<file path="config.mk">
export PLATFORM = sky130hd
export DESIGN_NAME = hex_text_to_byte_decoder
export DESIGN_NICKNAME = d
export VERILOG_FILES = /design/src/sv/htbd_pkg.sv /design/src/sv/htbd_core.sv /design/src/sv/htbd_outbuf.sv /design/src/sv/hex_text_to_byte_decoder.sv
export SDC_FILE = /design/constraint.sdc
export NUM_CORES = 1
export LEC_CHECK = 0
export BUFFER_PORTS_ARGS = -buffer_cell sky130_fd_sc_hd__buf_2
export CAP_MARGIN = 10
export CELL_PAD_IN_SITES_DETAIL_PLACEMENT = 1
export CELL_PAD_IN_SITES_GLOBAL_PLACEMENT = 1
export CORE_ASPECT_RATIO = 2
export CORE_MARGIN = 2
export CORE_UTILIZATION = 44
export CTS_CLUSTER_DIAMETER = 30
export DETAILED_ROUTE_END_ITERATION = 7
export GPL_TIMING_DRIVEN = 0
export HOLD_SLACK_MARGIN = 0.06
export PLACE_DENSITY_LB_ADDON = 0.1
export SYNTH_ARGS = -nofsm -noshare
export SYNTH_HDL_FRONTEND = slang
export SYNTH_SLANG_ARGS = --single-unit
</file>
<file path="constraint.sdc">
create_clock -name i_clk -period 10.5 [get_ports i_clk]
set_clock_uncertainty 0.15 [all_clocks]
set_input_delay 1.05 -clock i_clk [delete_from_list [all_inputs] [get_ports i_clk]]
set_output_delay 1.05 -clock i_clk [all_outputs]
set_load 0.02 [all_outputs]
</file>
<file path="src/sv/htbd_pkg.sv">
// Shared types, character codes and decode functions for the hex text decoder.
// No dependencies; used by htbd_core, htbd_outbuf and the top level.
package htbd_pkg;

    localparam logic [7:0] CH_NUL     = 8'h00;
    localparam logic [7:0] CH_LF      = 8'd10;
    localparam logic [7:0] CH_CR      = 8'd13;
    localparam logic [7:0] CH_SPACE   = 8'h20;
    localparam logic [7:0] CH_PERCENT = 8'h25;
    localparam logic [7:0] CH_DOT     = 8'h2E;
    localparam logic [7:0] CH_ZERO    = 8'h30;
    localparam logic [7:0] CH_NINE    = 8'h39;
    localparam logic [7:0] CH_UA      = 8'h41;
    localparam logic [7:0] CH_UF      = 8'h46;
    localparam logic [7:0] CH_UX      = 8'h58;
    localparam logic [7:0] CH_BSLASH  = 8'h5C;
    localparam logic [7:0] CH_LA      = 8'h61;
    localparam logic [7:0] CH_LF_HEX  = 8'h66;
    localparam logic [7:0] CH_LX      = 8'h78;

    // Lookahead window: three pending characters plus the incoming one
    localparam int WIN     = 4;
    localparam int PEND    = 3;
    localparam int MAX_RES = 4;

    // One result word
    typedef struct packed {
        logic [7:0] data;
        logic       eos;
        logic       no_data;
    } t_res;

    // All result words caused by one input word
    typedef struct packed {
        t_res [MAX_RES-1:0] res;
        logic [2:0]         nres;
    } t_batch;

    // One decision taken at the oldest character of a window
    typedef struct packed {
        logic       emit;
        logic [7:0] val;
        logic [2:0] used;
    } t_dec;

    function automatic logic is_hex(input logic [7:0] c);
        return (c inside {[CH_ZERO:CH_NINE]}) || (c inside {[CH_LA:CH_LF_HEX]})
            || (c inside {[CH_UA:CH_UF]});
    endfunction

    function automatic logic [3:0] nibble(input logic [7:0] c);
        logic [7:0] t;
        t = 8'h00;
        if (c inside {[CH_ZERO:CH_NINE]}) begin
            t = c - CH_ZERO;
        end else if (c inside {[CH_UA:CH_UF]}) begin
            t = c - CH_UA + 8'd10;
        end else if (c inside {[CH_LA:CH_LF_HEX]}) begin
            t = c - CH_LA + 8'd10;
        end
        return t[3:0];
    endfunction

    // First matching rule wins; missing characters are passed in as zero
    function automatic t_dec decide(input logic [7:0] a0, input logic [7:0] a1,
                                    input logic [7:0] a2, input logic [7:0] a3);
        t_dec d;
        d.emit = 1'b1;
        d.val  = CH_DOT;
        d.used = 3'd1;
        if ((a0 == CH_BSLASH || a0 == CH_ZERO) && (a1 == CH_LX || a1 == CH_UX)
            && is_hex(a2) && is_hex(a3)) begin
            d.val  = {nibble(a2), nibble(a3)};
            d.used = 3'd4;
        end else if (a0 == CH_PERCENT && is_hex(a1) && is_hex(a2)) begin
            d.val  = {nibble(a1), nibble(a2)};
            d.used = 3'd3;
        end else if (is_hex(a0) && is_hex(a1)) begin
            d.val  = {nibble(a0), nibble(a1)};
            d.used = 3'd2;
        end else if (a0 == CH_SPACE || a0 == CH_CR || a0 == CH_LF) begin
            d.emit = 1'b0;
            d.val  = 8'h00;
        end
        return d;
    endfunction

endpackage

</file>
<file path="src/sv/htbd_core.sv">
// Lookahead state and single-pass decode of one input word into a batch of results.
// Depends on htbd_pkg.
module htbd_core (
    input  logic                  i_clk,
    input  logic                  i_rst_n,
    input  logic                  i_accept,
    input  logic [7:0]            i_char,
    input  logic                  i_last,
    output htbd_pkg::t_batch      o_batch
);

    logic [7:0] r_pend [htbd_pkg::PEND];
    logic [7:0] n_pend [htbd_pkg::PEND];
    logic [1:0] r_cnt, n_cnt;
    logic       r_term, n_term;

    logic [7:0]     w   [htbd_pkg::WIN];
    htbd_pkg::t_dec dec [htbd_pkg::WIN];
    logic [2:0]     n_chars;
    logic           flush;

    // Build the window: pending characters, then the new one unless it is zero
    always_comb begin
        for (int i = 0; i < htbd_pkg::WIN; i++) begin
            if (3'(i) < {1'b0, r_cnt}) begin
                w[i] = r_pend[2'(i % htbd_pkg::PEND)];
            end else if (3'(i) == {1'b0, r_cnt} && i_char != htbd_pkg::CH_NUL) begin
                w[i] = i_char;
            end else begin
                w[i] = 8'h00;
            end
        end
        n_chars = {1'b0, r_cnt} + ((i_char != htbd_pkg::CH_NUL) ? 3'd1 : 3'd0);
        if (r_term) begin
            n_chars = 3'd0;
        end
        flush = i_last || (i_char == htbd_pkg::CH_NUL);
    end

    // Decide at every start position in parallel
    always_comb begin
        dec[0] = htbd_pkg::decide(w[0], w[1], w[2], w[3]);
        dec[1] = htbd_pkg::decide(w[1], w[2], w[3], 8'h00);
        dec[2] = htbd_pkg::decide(w[2], w[3], 8'h00, 8'h00);
        dec[3] = htbd_pkg::decide(w[3], 8'h00, 8'h00, 8'h00);
    end

    // Walk the decisions, collect results and work out the next state
    always_comb begin
        logic [2:0] pos;
        logic [2:0] idx;
        htbd_pkg::t_dec d;
        o_batch = '0;
        pos     = 3'd0;
        idx     = 3'd0;
        d       = '0;
        for (int s = 0; s < htbd_pkg::WIN; s++) begin
            if (pos < n_chars && (flush || (n_chars - pos) >= 3'd4)) begin
                d = dec[pos[1:0]];
                if (d.emit && o_batch.nres < 3'(htbd_pkg::MAX_RES)) begin
                    o_batch.res[o_batch.nres[1:0]] = '{data: d.val, eos: 1'b0,
                                                      no_data: 1'b0};
                    o_batch.nres = o_batch.nres + 3'd1;
                end
                pos = pos + d.used;
            end
        end
        if (pos > n_chars) begin
            pos = n_chars;
        end

        n_pend = r_pend;
        n_cnt  = r_cnt;
        n_term = r_term;
        if (!r_term) begin
            n_cnt = 2'd0;
            if (!flush) begin
                for (int i = 0; i < htbd_pkg::PEND; i++) begin
                    idx = pos + 3'(i);
                    if (idx < 3'd4) begin
                        n_pend[i] = w[idx[1:0]];
                    end
                end
                n_cnt = 2'(n_chars - pos);
            end
            if (i_char == htbd_pkg::CH_NUL) begin
                n_term = 1'b1;
            end
        end

        // Mark the end of the string, or give a bare end marker
        if (i_last) begin
            if (o_batch.nres != 3'd0) begin
                o_batch.res[2'(o_batch.nres - 3'd1)].eos = 1'b1;
            end else begin
                o_batch.res[0] = '{data: 8'h00, eos: 1'b1, no_data: 1'b1};
                o_batch.nres   = 3'd1;
            end
            n_cnt  = 2'd0;
            n_term = 1'b0;
        end
    end

    // Control state
    always_ff @(posedge i_clk) begin
        if (!i_rst_n) begin
            r_cnt  <= 2'd0;
            r_term <= 1'b0;
        end else if (i_accept) begin
            r_cnt  <= n_cnt;
            r_term <= n_term;
        end
    end

    // Lookahead characters
    always_ff @(posedge i_clk) begin
        if (i_accept) begin
            r_pend <= n_pend;
        end
    end

endmodule

</file>
<file path="src/sv/htbd_outbuf.sv">
// Result register: holds the batch of one input word and hands it out one word a cycle
// while i_pop_ready is high. Depends on htbd_pkg.
module htbd_outbuf (
    input  logic                  i_clk,
    input  logic                  i_rst_n,
    input  logic                  i_load,
    input  htbd_pkg::t_batch      i_batch,
    input  logic                  i_pop_ready,
    output logic                  o_load_ready,
    output logic                  o_valid,
    output htbd_pkg::t_res        o_res
);

    htbd_pkg::t_res [htbd_pkg::MAX_RES-1:0] r_buf;
    logic [2:0] r_cnt;
    logic       pop;

    assign o_valid      = (r_cnt != 3'd0);
    assign o_res        = r_buf[0];
    assign pop          = o_valid && i_pop_ready;
    // Take a new batch when empty or once the last held word leaves in this cycle
    assign o_load_ready = (r_cnt == 3'd0) || (r_cnt == 3'd1 && i_pop_ready);

    // Word count
    always_ff @(posedge i_clk) begin
        if (!i_rst_n) begin
            r_cnt <= 3'd0;
        end else if (i_load) begin
            r_cnt <= i_batch.nres;
        end else if (pop) begin
            r_cnt <= r_cnt - 3'd1;
        end
    end

    // Load a batch or advance the shift line
    always_ff @(posedge i_clk) begin
        if (i_load) begin
            r_buf <= i_batch.res;
        end else if (pop) begin
            for (int i = 0; i < htbd_pkg::MAX_RES - 1; i++) begin
                r_buf[i] <= r_buf[i+1];
            end
        end
    end

endmodule

</file>
<file path="src/sv/hex_text_to_byte_decoder.sv">
// Top level of the hex text decoder: input handshake, decode core and result register.
// Depends on htbd_pkg, htbd_core and htbd_outbuf.
//
// Usage:
//   s_axis carries one text character per word (tdata) with tlast marking the
//   final character of a string. m_axis returns decoded bytes in tdata, tlast
//   on the final result of a string, tuser set when the word is only an end
//   marker without data.
//   Escapes "\x", "\X", "0x", "0X" and "%" followed by two hex digits, and bare
//   hex pairs, decode to one byte; space, CR and LF are dropped; other
//   characters give '.'. A zero character ends the string until tlast.
//   Results of a word appear on m_axis in the cycle after it is taken.
//   Throughput while m_axis_tready is high: one character per cycle while each
//   word gives at most one result; a flush (zero character or tlast) gives up
//   to four results, sent one per cycle from the result register, and
//   s_axis_tready stays low until the last of them is taken. No word is dropped
//   while m_axis_tready is low; the result register holds and s_axis waits.
//   Reset (i_rst_n low, synchronous) clears the lookahead count, the
//   terminated flag and the word count of the result register.
module hex_text_to_byte_decoder (
    input  logic       i_clk,
    input  logic       i_rst_n,
    input  logic       s_axis_tvalid,
    output logic       s_axis_tready,
    input  logic [7:0] s_axis_tdata,   // [7:0] in_char
    input  logic       s_axis_tlast,
    output logic       m_axis_tvalid,
    input  logic       m_axis_tready,
    output logic [7:0] m_axis_tdata,   // [7:0] out_byte
    output logic       m_axis_tlast,
    output logic       m_axis_tuser    // [0] no_data
);

    logic             accept;
    htbd_pkg::t_batch batch;
    htbd_pkg::t_res   res;

    assign accept = s_axis_tvalid && s_axis_tready;

    htbd_core u_core (
        .i_clk    (i_clk),
        .i_rst_n  (i_rst_n),
        .i_accept (accept),
        .i_char   (s_axis_tdata),
        .i_last   (s_axis_tlast),
        .o_batch  (batch)
    );

    htbd_outbuf u_outbuf (
        .i_clk        (i_clk),
        .i_rst_n      (i_rst_n),
        .i_load       (accept),
        .i_batch      (batch),
        .i_pop_ready  (m_axis_tready),
        .o_load_ready (s_axis_tready),
        .o_valid      (m_axis_tvalid),
        .o_res        (res)
    );

    assign m_axis_tdata = res.data;
    assign m_axis_tlast = res.eos;
    assign m_axis_tuser = res.no_data;

endmodule

</file>
=== Word-level counts from Yosys, hierarchy flattened ===
Index checks and enable logic that the tools add are counted.
Widths: inputs -> output; s select.

* Div/mod/pow operators: 0
* Multiplexer cells: 94
* Reduce and logical (&&, ||, !) cells: 74
* $add $sub $neg: 34
* Shift operators: 0
* Equal/unequal tests: 23
* $lt $le $gt $ge: 54
* Multiply operators: 0
* Bitwise operators: 7

{| class="wikitable"
|+ Operators by type and width
! cell !! count
|-
| $mux 43 || 7
|-
| $bwmux 40 || 4
|-
| $mux 8 || 14
|-
| $mux 30 || 3
|-
| $demux 10 s2 || 4
|-
| $bmux 12 s2 || 3
|-
| $mux 12 || 6
|-
| $eq 8x4->1 const B || 8
|-
| $ge 8x7->1 const B || 8
|-
| $le 8x7->1 const B || 8
|-
| $eq 8x6->1 const B || 7
|-
| $mux 4 || 12
|-
| $sub 4x1->4 const B || 12
|-
| $logic_and 1x1->1 || 40
|-
| $mux 10 || 4
|-
| $mux 9 || 4
|-
| $mux 11 || 3
|-
| $add 4x4->4 const B || 8
|-
| $bmux 8 s2 || 2
|-
| $ge 8x6->1 const B || 4
|-
| $le 8x6->1 const B || 4
|-
| $ge 3x3->1 const B || 9
|-
| $mux 3 || 9
|-
| $mux 13 || 2
|-
| other kinds (33) || 101
|}

* Latch bits: 0
* ROM bits: 0
* Input port bits: 13
* Logic and storage cells: 303
* Memories kept: 0
* RAM bits: 0
* Output and inout bits: 12
* Bits in registers: 62

=== Depth between registers and ports, before layout ===
* Word-level depth: 44
* Gate-level depth with buffers: 53
* Gate-level depth less buffers: 44

=== By module ===
A second synthesis with hierarchy kept.

* Cells, all modules: 844
* Area total of the unflattened synthesis: 7099.3 um^2

{| class="wikitable"
|+ Modules (own cells, without submodules)
! module !! cells each !! area each (um^2) !! instances !! sequential area each (um^2)
|-
| htbd_core || 731 || 5200.0 || 1 || 540.5
|-
| htbd_outbuf || 112 || 1893.1 || 1 || 1261.2
|-
| hex_text_to_byte_decoder || 1 || 6.3 || 1 || 0.0
|}

=== Worst setup path before layout ===
Ideal clock, no wire load.

* Kind: reg-to-reg
* Start: register u_core.r_cnt[1]
* End: register u_core.r_pend[10] (netlist bit) (enable)
* Period minus slack after synthesis: 11278 ps
* Library setup time: 370 ps
* Stages on the path, launching flop included: 50
* Buffers on the path: 8
* Arrival time: 10757 ps
* Path slack: -778 ps
* Required time: 9980 ps
* Cell sequence: dfxtp_1 buf_6 buf_2 buf_2 clkbuf_1 nor2b_1 nand2_1 inv_1 ha_1 o21bai_1 a2111oi_0 nor2_1 nor2_2 o21ai_0 nor2_1 inv_1 ha_1 a21o_1 [14 not listed] inv_2 clkbuf_1 ha_1 inv_1 a21oi_1 a21oi_1 o211ai_1 and3_1 buf_2 mux2_2 ha_1 nand2_1 o32ai_2 mux2i_4 inv_1 ha_1 xnor2_1 nor2_1

* Longest elaborated chain between the ends: 36
* Elaborated cells on any way between the ends: 130
* Those cells by class: 8 x add/sub; 36 x order compare; 9 x eq/ne; 28 x mux; 3 x bitwise; 46 x reduce/logical

{| class="wikitable"
|+ Ends and longest elaborated chain
! item !! RTL line !! RTL
|-
| start, declared || htbd_core.sv:14 || <nowiki>logic [1:0] r_cnt, n_cnt;</nowiki>
|-
| start signal, assigned || htbd_core.sv:110 || <nowiki>r_cnt <= n_cnt;</nowiki>
|-
| $eq 1x2->1 / $logic_not 2->1 (equally long branches) || htbd_core.sv:27 || <nowiki>end else if (3'(i) == {1'b0, r_cnt} && i_char != htbd_pkg::CH_NUL) begin</nowiki>
|-
| $logic_and 1x1->1 || htbd_core.sv:27 ||
|-
| $mux 8 || htbd_core.sv:27 ||
|-
| $mux 8 || htbd_core.sv:25 || <nowiki>if (3'(i) < {1'b0, r_cnt}) begin</nowiki>
|-
| $ge 8x6->1, or another cell as far along || htbd_pkg.sv:47 || <nowiki>return (c inside {[CH_ZERO:CH_NINE]}) || (c inside {[CH_LA:CH_LF_HEX]})</nowiki>
|-
| $logic_and 1x1->1 || htbd_pkg.sv:47 ||
|-
| $logic_or 1x1->1 || htbd_pkg.sv:47 ||
|-
| $logic_or 1x1->1 || htbd_pkg.sv:48 || <nowiki>|| (c inside {[CH_UA:CH_UF]});</nowiki>
|-
| [19 not listed] || - ||
|-
| $mux 12 (not written as such) (2 in a row) || htbd_core.sv:59 || <nowiki>d = dec[pos[1:0]];</nowiki>
|-
| $add 3x3->3 || htbd_core.sv:65 || <nowiki>pos = pos + d.used;</nowiki>
|-
| $mux 3 || htbd_core.sv:58 || <nowiki>if (pos < n_chars && (flush || (n_chars - pos) >= 3'd4)) begin</nowiki>
|-
| $gt 3x3->1 || htbd_core.sv:68 || <nowiki>if (pos > n_chars) begin</nowiki>
|-
| $mux 3 * || htbd_core.sv:68 ||
|-
| $add 3x1->3 * || htbd_core.sv:79 || <nowiki>idx = pos + 3'(i);</nowiki>
|-
| $lt 3x3->1 * || htbd_core.sv:80 || <nowiki>if (idx < 3'd4) begin</nowiki>
|-
| $reduce_and 4->1 (no line) * || - ||
|-
| end signal, assigned || htbd_core.sv:118 || <nowiki>r_pend <= n_pend;</nowiki>
|-
| end, declared || htbd_core.sv:12 || <nowiki>logic [7:0] r_pend [htbd_pkg::PEND];</nowiki>
|}

Mark *: on every way between the ends. The rest lies on a longest branch, timed or not. The select of a mux whose other input is x is not followed.
A chain may end at the register's enable or synchronous reset.

=== Final worst setup path ===
* Start: input port s_axis_tdata[3]
* End: register u_core.r_pend[12] (netlist bit), data pin

* Longest elaborated chain between the ends: 38
* Elaborated cells on any way between the ends: 130
* Those cells by class: 8 x add/sub; 33 x order compare; 6 x eq/ne; 32 x mux; 4 x bitwise; 47 x reduce/logical

{| class="wikitable"
|+ Ends and longest elaborated chain
! item !! RTL line !! RTL
|-
| start, declared || hex_text_to_byte_decoder.sv:25 || <nowiki>input logic [7:0] s_axis_tdata,</nowiki>
|-
| $reduce_bool 8->1 || htbd_core.sv:27, htbd_core.sv:33 ||
|-
| $logic_and 1x1->1 || htbd_core.sv:27 ||
|-
| $mux 8 || htbd_core.sv:27 ||
|-
| $mux 8 || htbd_core.sv:25 ||
|-
| $ge 8x6->1, or another cell as far along || htbd_pkg.sv:47 ||
|-
| $logic_and 1x1->1 || htbd_pkg.sv:47 ||
|-
| $logic_or 1x1->1 || htbd_pkg.sv:47 ||
|-
| $logic_or 1x1->1 || htbd_pkg.sv:48 ||
|-
| [21 not listed] || - ||
|-
| $add 3x3->3 || htbd_core.sv:65 ||
|-
| $mux 3 || htbd_core.sv:58 ||
|-
| $gt 3x3->1 || htbd_core.sv:68 ||
|-
| $mux 3 || htbd_core.sv:68 ||
|-
| $add 3x1->3 || htbd_core.sv:79 ||
|-
| $not 2->3 (not written as such) || htbd_core.sv:81 || <nowiki>n_pend[i] = w[idx[1:0]];</nowiki>
|-
| $bmux 8 s2 * || htbd_core.sv:81 ||
|-
| $mux 8 (not written as such) * (2 in a row) || htbd_core.sv:81 ||
|}

Marks and branches as above.

==> out/metrics.yaml <==
run_status:
  outcome: "finished clean"
critical_path:
  crit_type: "input port to flop"
  reg2reg_slack_ns: 0.38
  start_kind: "input port"
  required_ns: 10.50
  slowest_stage: "or4b_2"
  cpPeakStageDelay_ns: 0.72
  arrival_ns: 10.19
  crit_buf_inv: 12
  cp-end-kind: "flop"
  cpLargestDelayFamily: "simple AND/OR/NAND/NOR gates"
  path_max_fanout: 11
yosys:
  netlist_instances: 844
  synth_nets: 905
  synth-edff-count: 53
  avgSynthCellArea_um2: 8.13
  seq_area_frac_synth_pct: 25.0
  ys_ff_latch: 59
  synth-main-ff-cell: "edfxtp_1"
  yosysWarnings: 0
  syn_area_um2: 6860
  synth_cell_types: 98
  ys_async_sr_fraction_pct: 0
grt:
  grt_pass1_vias: 7797
  antenna_found_initial: 0
  grt_pass1_wl_um: 42900
  grt_usage_pct: 33.9
  grt_remaining_overflow: 0
  grt_max_degree: 31
clock_tree:
  htreeDepth: 3
  numCtsBuffers: 9
  postCtsHoldBufs: 0
  clockBufferDepth: 2
  clock_latency_ns: 0.36
  root_buffer: "clkbuf_16"
  cts_sinks: 59
  clk_pin_slew_ns: 0.06
  tritoncts: "done"
job:
  cap_violations: 0
detailed_routing:
  wl_met1_um: 8800
  top_layer_used: "met4"
  drt_wl_total_um: 28100
  drt_iter0_markers: 360
  dr_wl_met3_um: 920
  routedWlPerCell_um: 25.6
  vias: 7294
  drtAntennaViolNets: 0
  route.detailed.drc: 0
  wl_met2_um: 15800
  viasPerCell: 6.64
  drt_pass1_iterations: 4
finish:
  antenna_cells: 0
  layout_commonest_cell: "nand2_1"
  finalNetCount: 957
  final_layout_size_suffix_gt1_share_pct: 20.5
  final_cells: 1099
  syn_to_final_growth_pct: 18.4
  final_cell_mix: "98 x nand2_1, 66 x nor2_1, 53 x edfxtp_1, 49 x a21oi_1"
  n_fill_cell: 1847
timing:
  setup_viol: 0
  setup_ws_ns: 0.311
  worst_pin_slew_ns: 1.12
  fmax_ghz: 0.0981
  period_needed_ns: 10.19
  hold_violations: 0
  slew_viol_final: 0
  fin_crit_sh_pct: 97.0
  slew_headroom_pct: 25.4
  fin_tns_setup_ns: 0
placed_design:
  place.gp.congestion: 0.925
  portBuffers: 20
  post-place-ws_ns: -3.07
  dp_hpwl_um: 22400
  place_inst: 1062
min_path:
  hold_class: "flop to flop"
floorplanning:
  die_w_um: 92.3
  ios: 25
  placementRows: 64
  core_area_um2: 15300
  dieHeight_um: 181
  die_area_um2: 16700
  start_util_pct: 44.8
metal layers:
metal	GRT usage (%)	up-vias
met3	4.52	148
met1	28.9	3580
li1	-	3306
met2	66.2	260
met4	28.2	0
met5	0	-
synthesized netlist by cell type (all sizes together) (6+ instances only):
cell type / number / area, µm²
nor4: 9 / 83.8
ha: 45 / 563
dfxtp: 6 / 120
nand2b: 8 / 50.1
edfxtp: 53 / 1590
or3: 7 / 43.8
o31ai: 6 / 45.0
nand3b: 11 / 82.6
o211ai: 16 / 125
nand3: 24 / 120
xnor2: 7 / 61.3
clkbuf: 21 / 80.1
a221oi: 6 / 52.6
nor3: 23 / 120
mux2i: 22 / 245
nand4: 8 / 50.1
a32oi: 6 / 60.1
inv: 46 / 173
a21oi: 54 / 278
a31oi: 18 / 113
nand2: 101 / 382
o21ai: 46 / 230
a21o: 11 / 82.6
nor2: 74 / 283
and3: 9 / 56.3
o221ai: 6 / 52.6
and2: 9 / 56.3
mux2: 7 / 78.8
buf: 30 / 185
a211oi: 13 / 97.6
o22ai: 20 / 139
o211a: 7 / 70.1
a22o: 8 / 70.1
o21a: 11 / 82.6
registers in the layout (all words and copies together) (netlist names):
signal and count:
u_core.r_cnt 2, u_core.r_term 1, u_outbuf.r_buf 27, u_core.r_pend 16, u_outbuf.r_cnt 3, u_outbuf.o_res 10
worst min-delay path, cell delays in order, from the launching register on:
cell	delay (ns)
edfxtp_1	0.32
nand2_1	0.05
o21ai_0	0.06
final cells by class:
cell class	instances	area [µm²]	area share (%)
plain buffers	48	299	3.68
repair buffers	44	283	3.48
multi-input cells	685	5050	62.2
flip-flops and latches	59	1710	21.1
well taps	198	248	3.05
clock buffers	10	229	2.82
inverters	49	204	2.51
clock inverters	6	90.1	1.11
path summary, 6_finish.rpt:
path                                      from                      endpoint  depth (start not counted)
setup / recovery               s_axis_tdata[3]   u_core.r_pend[12]$_DFFE_PP_                         42
hold / removal    u_outbuf.r_buf[27]$_DFFE_PP_  u_outbuf.r_buf[17]$_DFFE_PP_                          2
setup reg to reg  u_core.r_cnt[1]$_SDFFE_PN0P_   u_core.r_pend[12]$_DFFE_PP_                         47
hold reg to reg   u_outbuf.r_buf[27]$_DFFE_PP_  u_outbuf.r_buf[17]$_DFFE_PP_                          2
repair_timing:
item	in CTS	in global routing
pin swaps	14	12
endpoints found under the setup margin	74	40
gates resized for setup	57	35
setup buffers	12	12
metrics by stage:
step / utilization (%) / cell area (µm²) / hold slack [ns]
2_1_floorplan: - / 6900 / 0.331
3_3_place_gp: 47.4 / 7240 / 0.352
3_5_place_dp: 47.4 / 7240 / 0.376
4_1_cts: 51.6 / 7890 / 0.389
5_1_grt: 53.1 / 8120 / 0.404
6_report: 53.1 / 8120 / 0.387
cells by family after synthesis:
logic type / synth area share (%)
other cells: 0.0547
mux: 6.04
xor+xnor: 1.15
simple gates: 23.6
flops: 25.0
fa+ha+maj: 9.09
buf+inv: 6.55
compound gates: 28.5
Power is not shown: default switching activity piles up to over one toggle a cycle in this logic, so the estimate is an artifact.
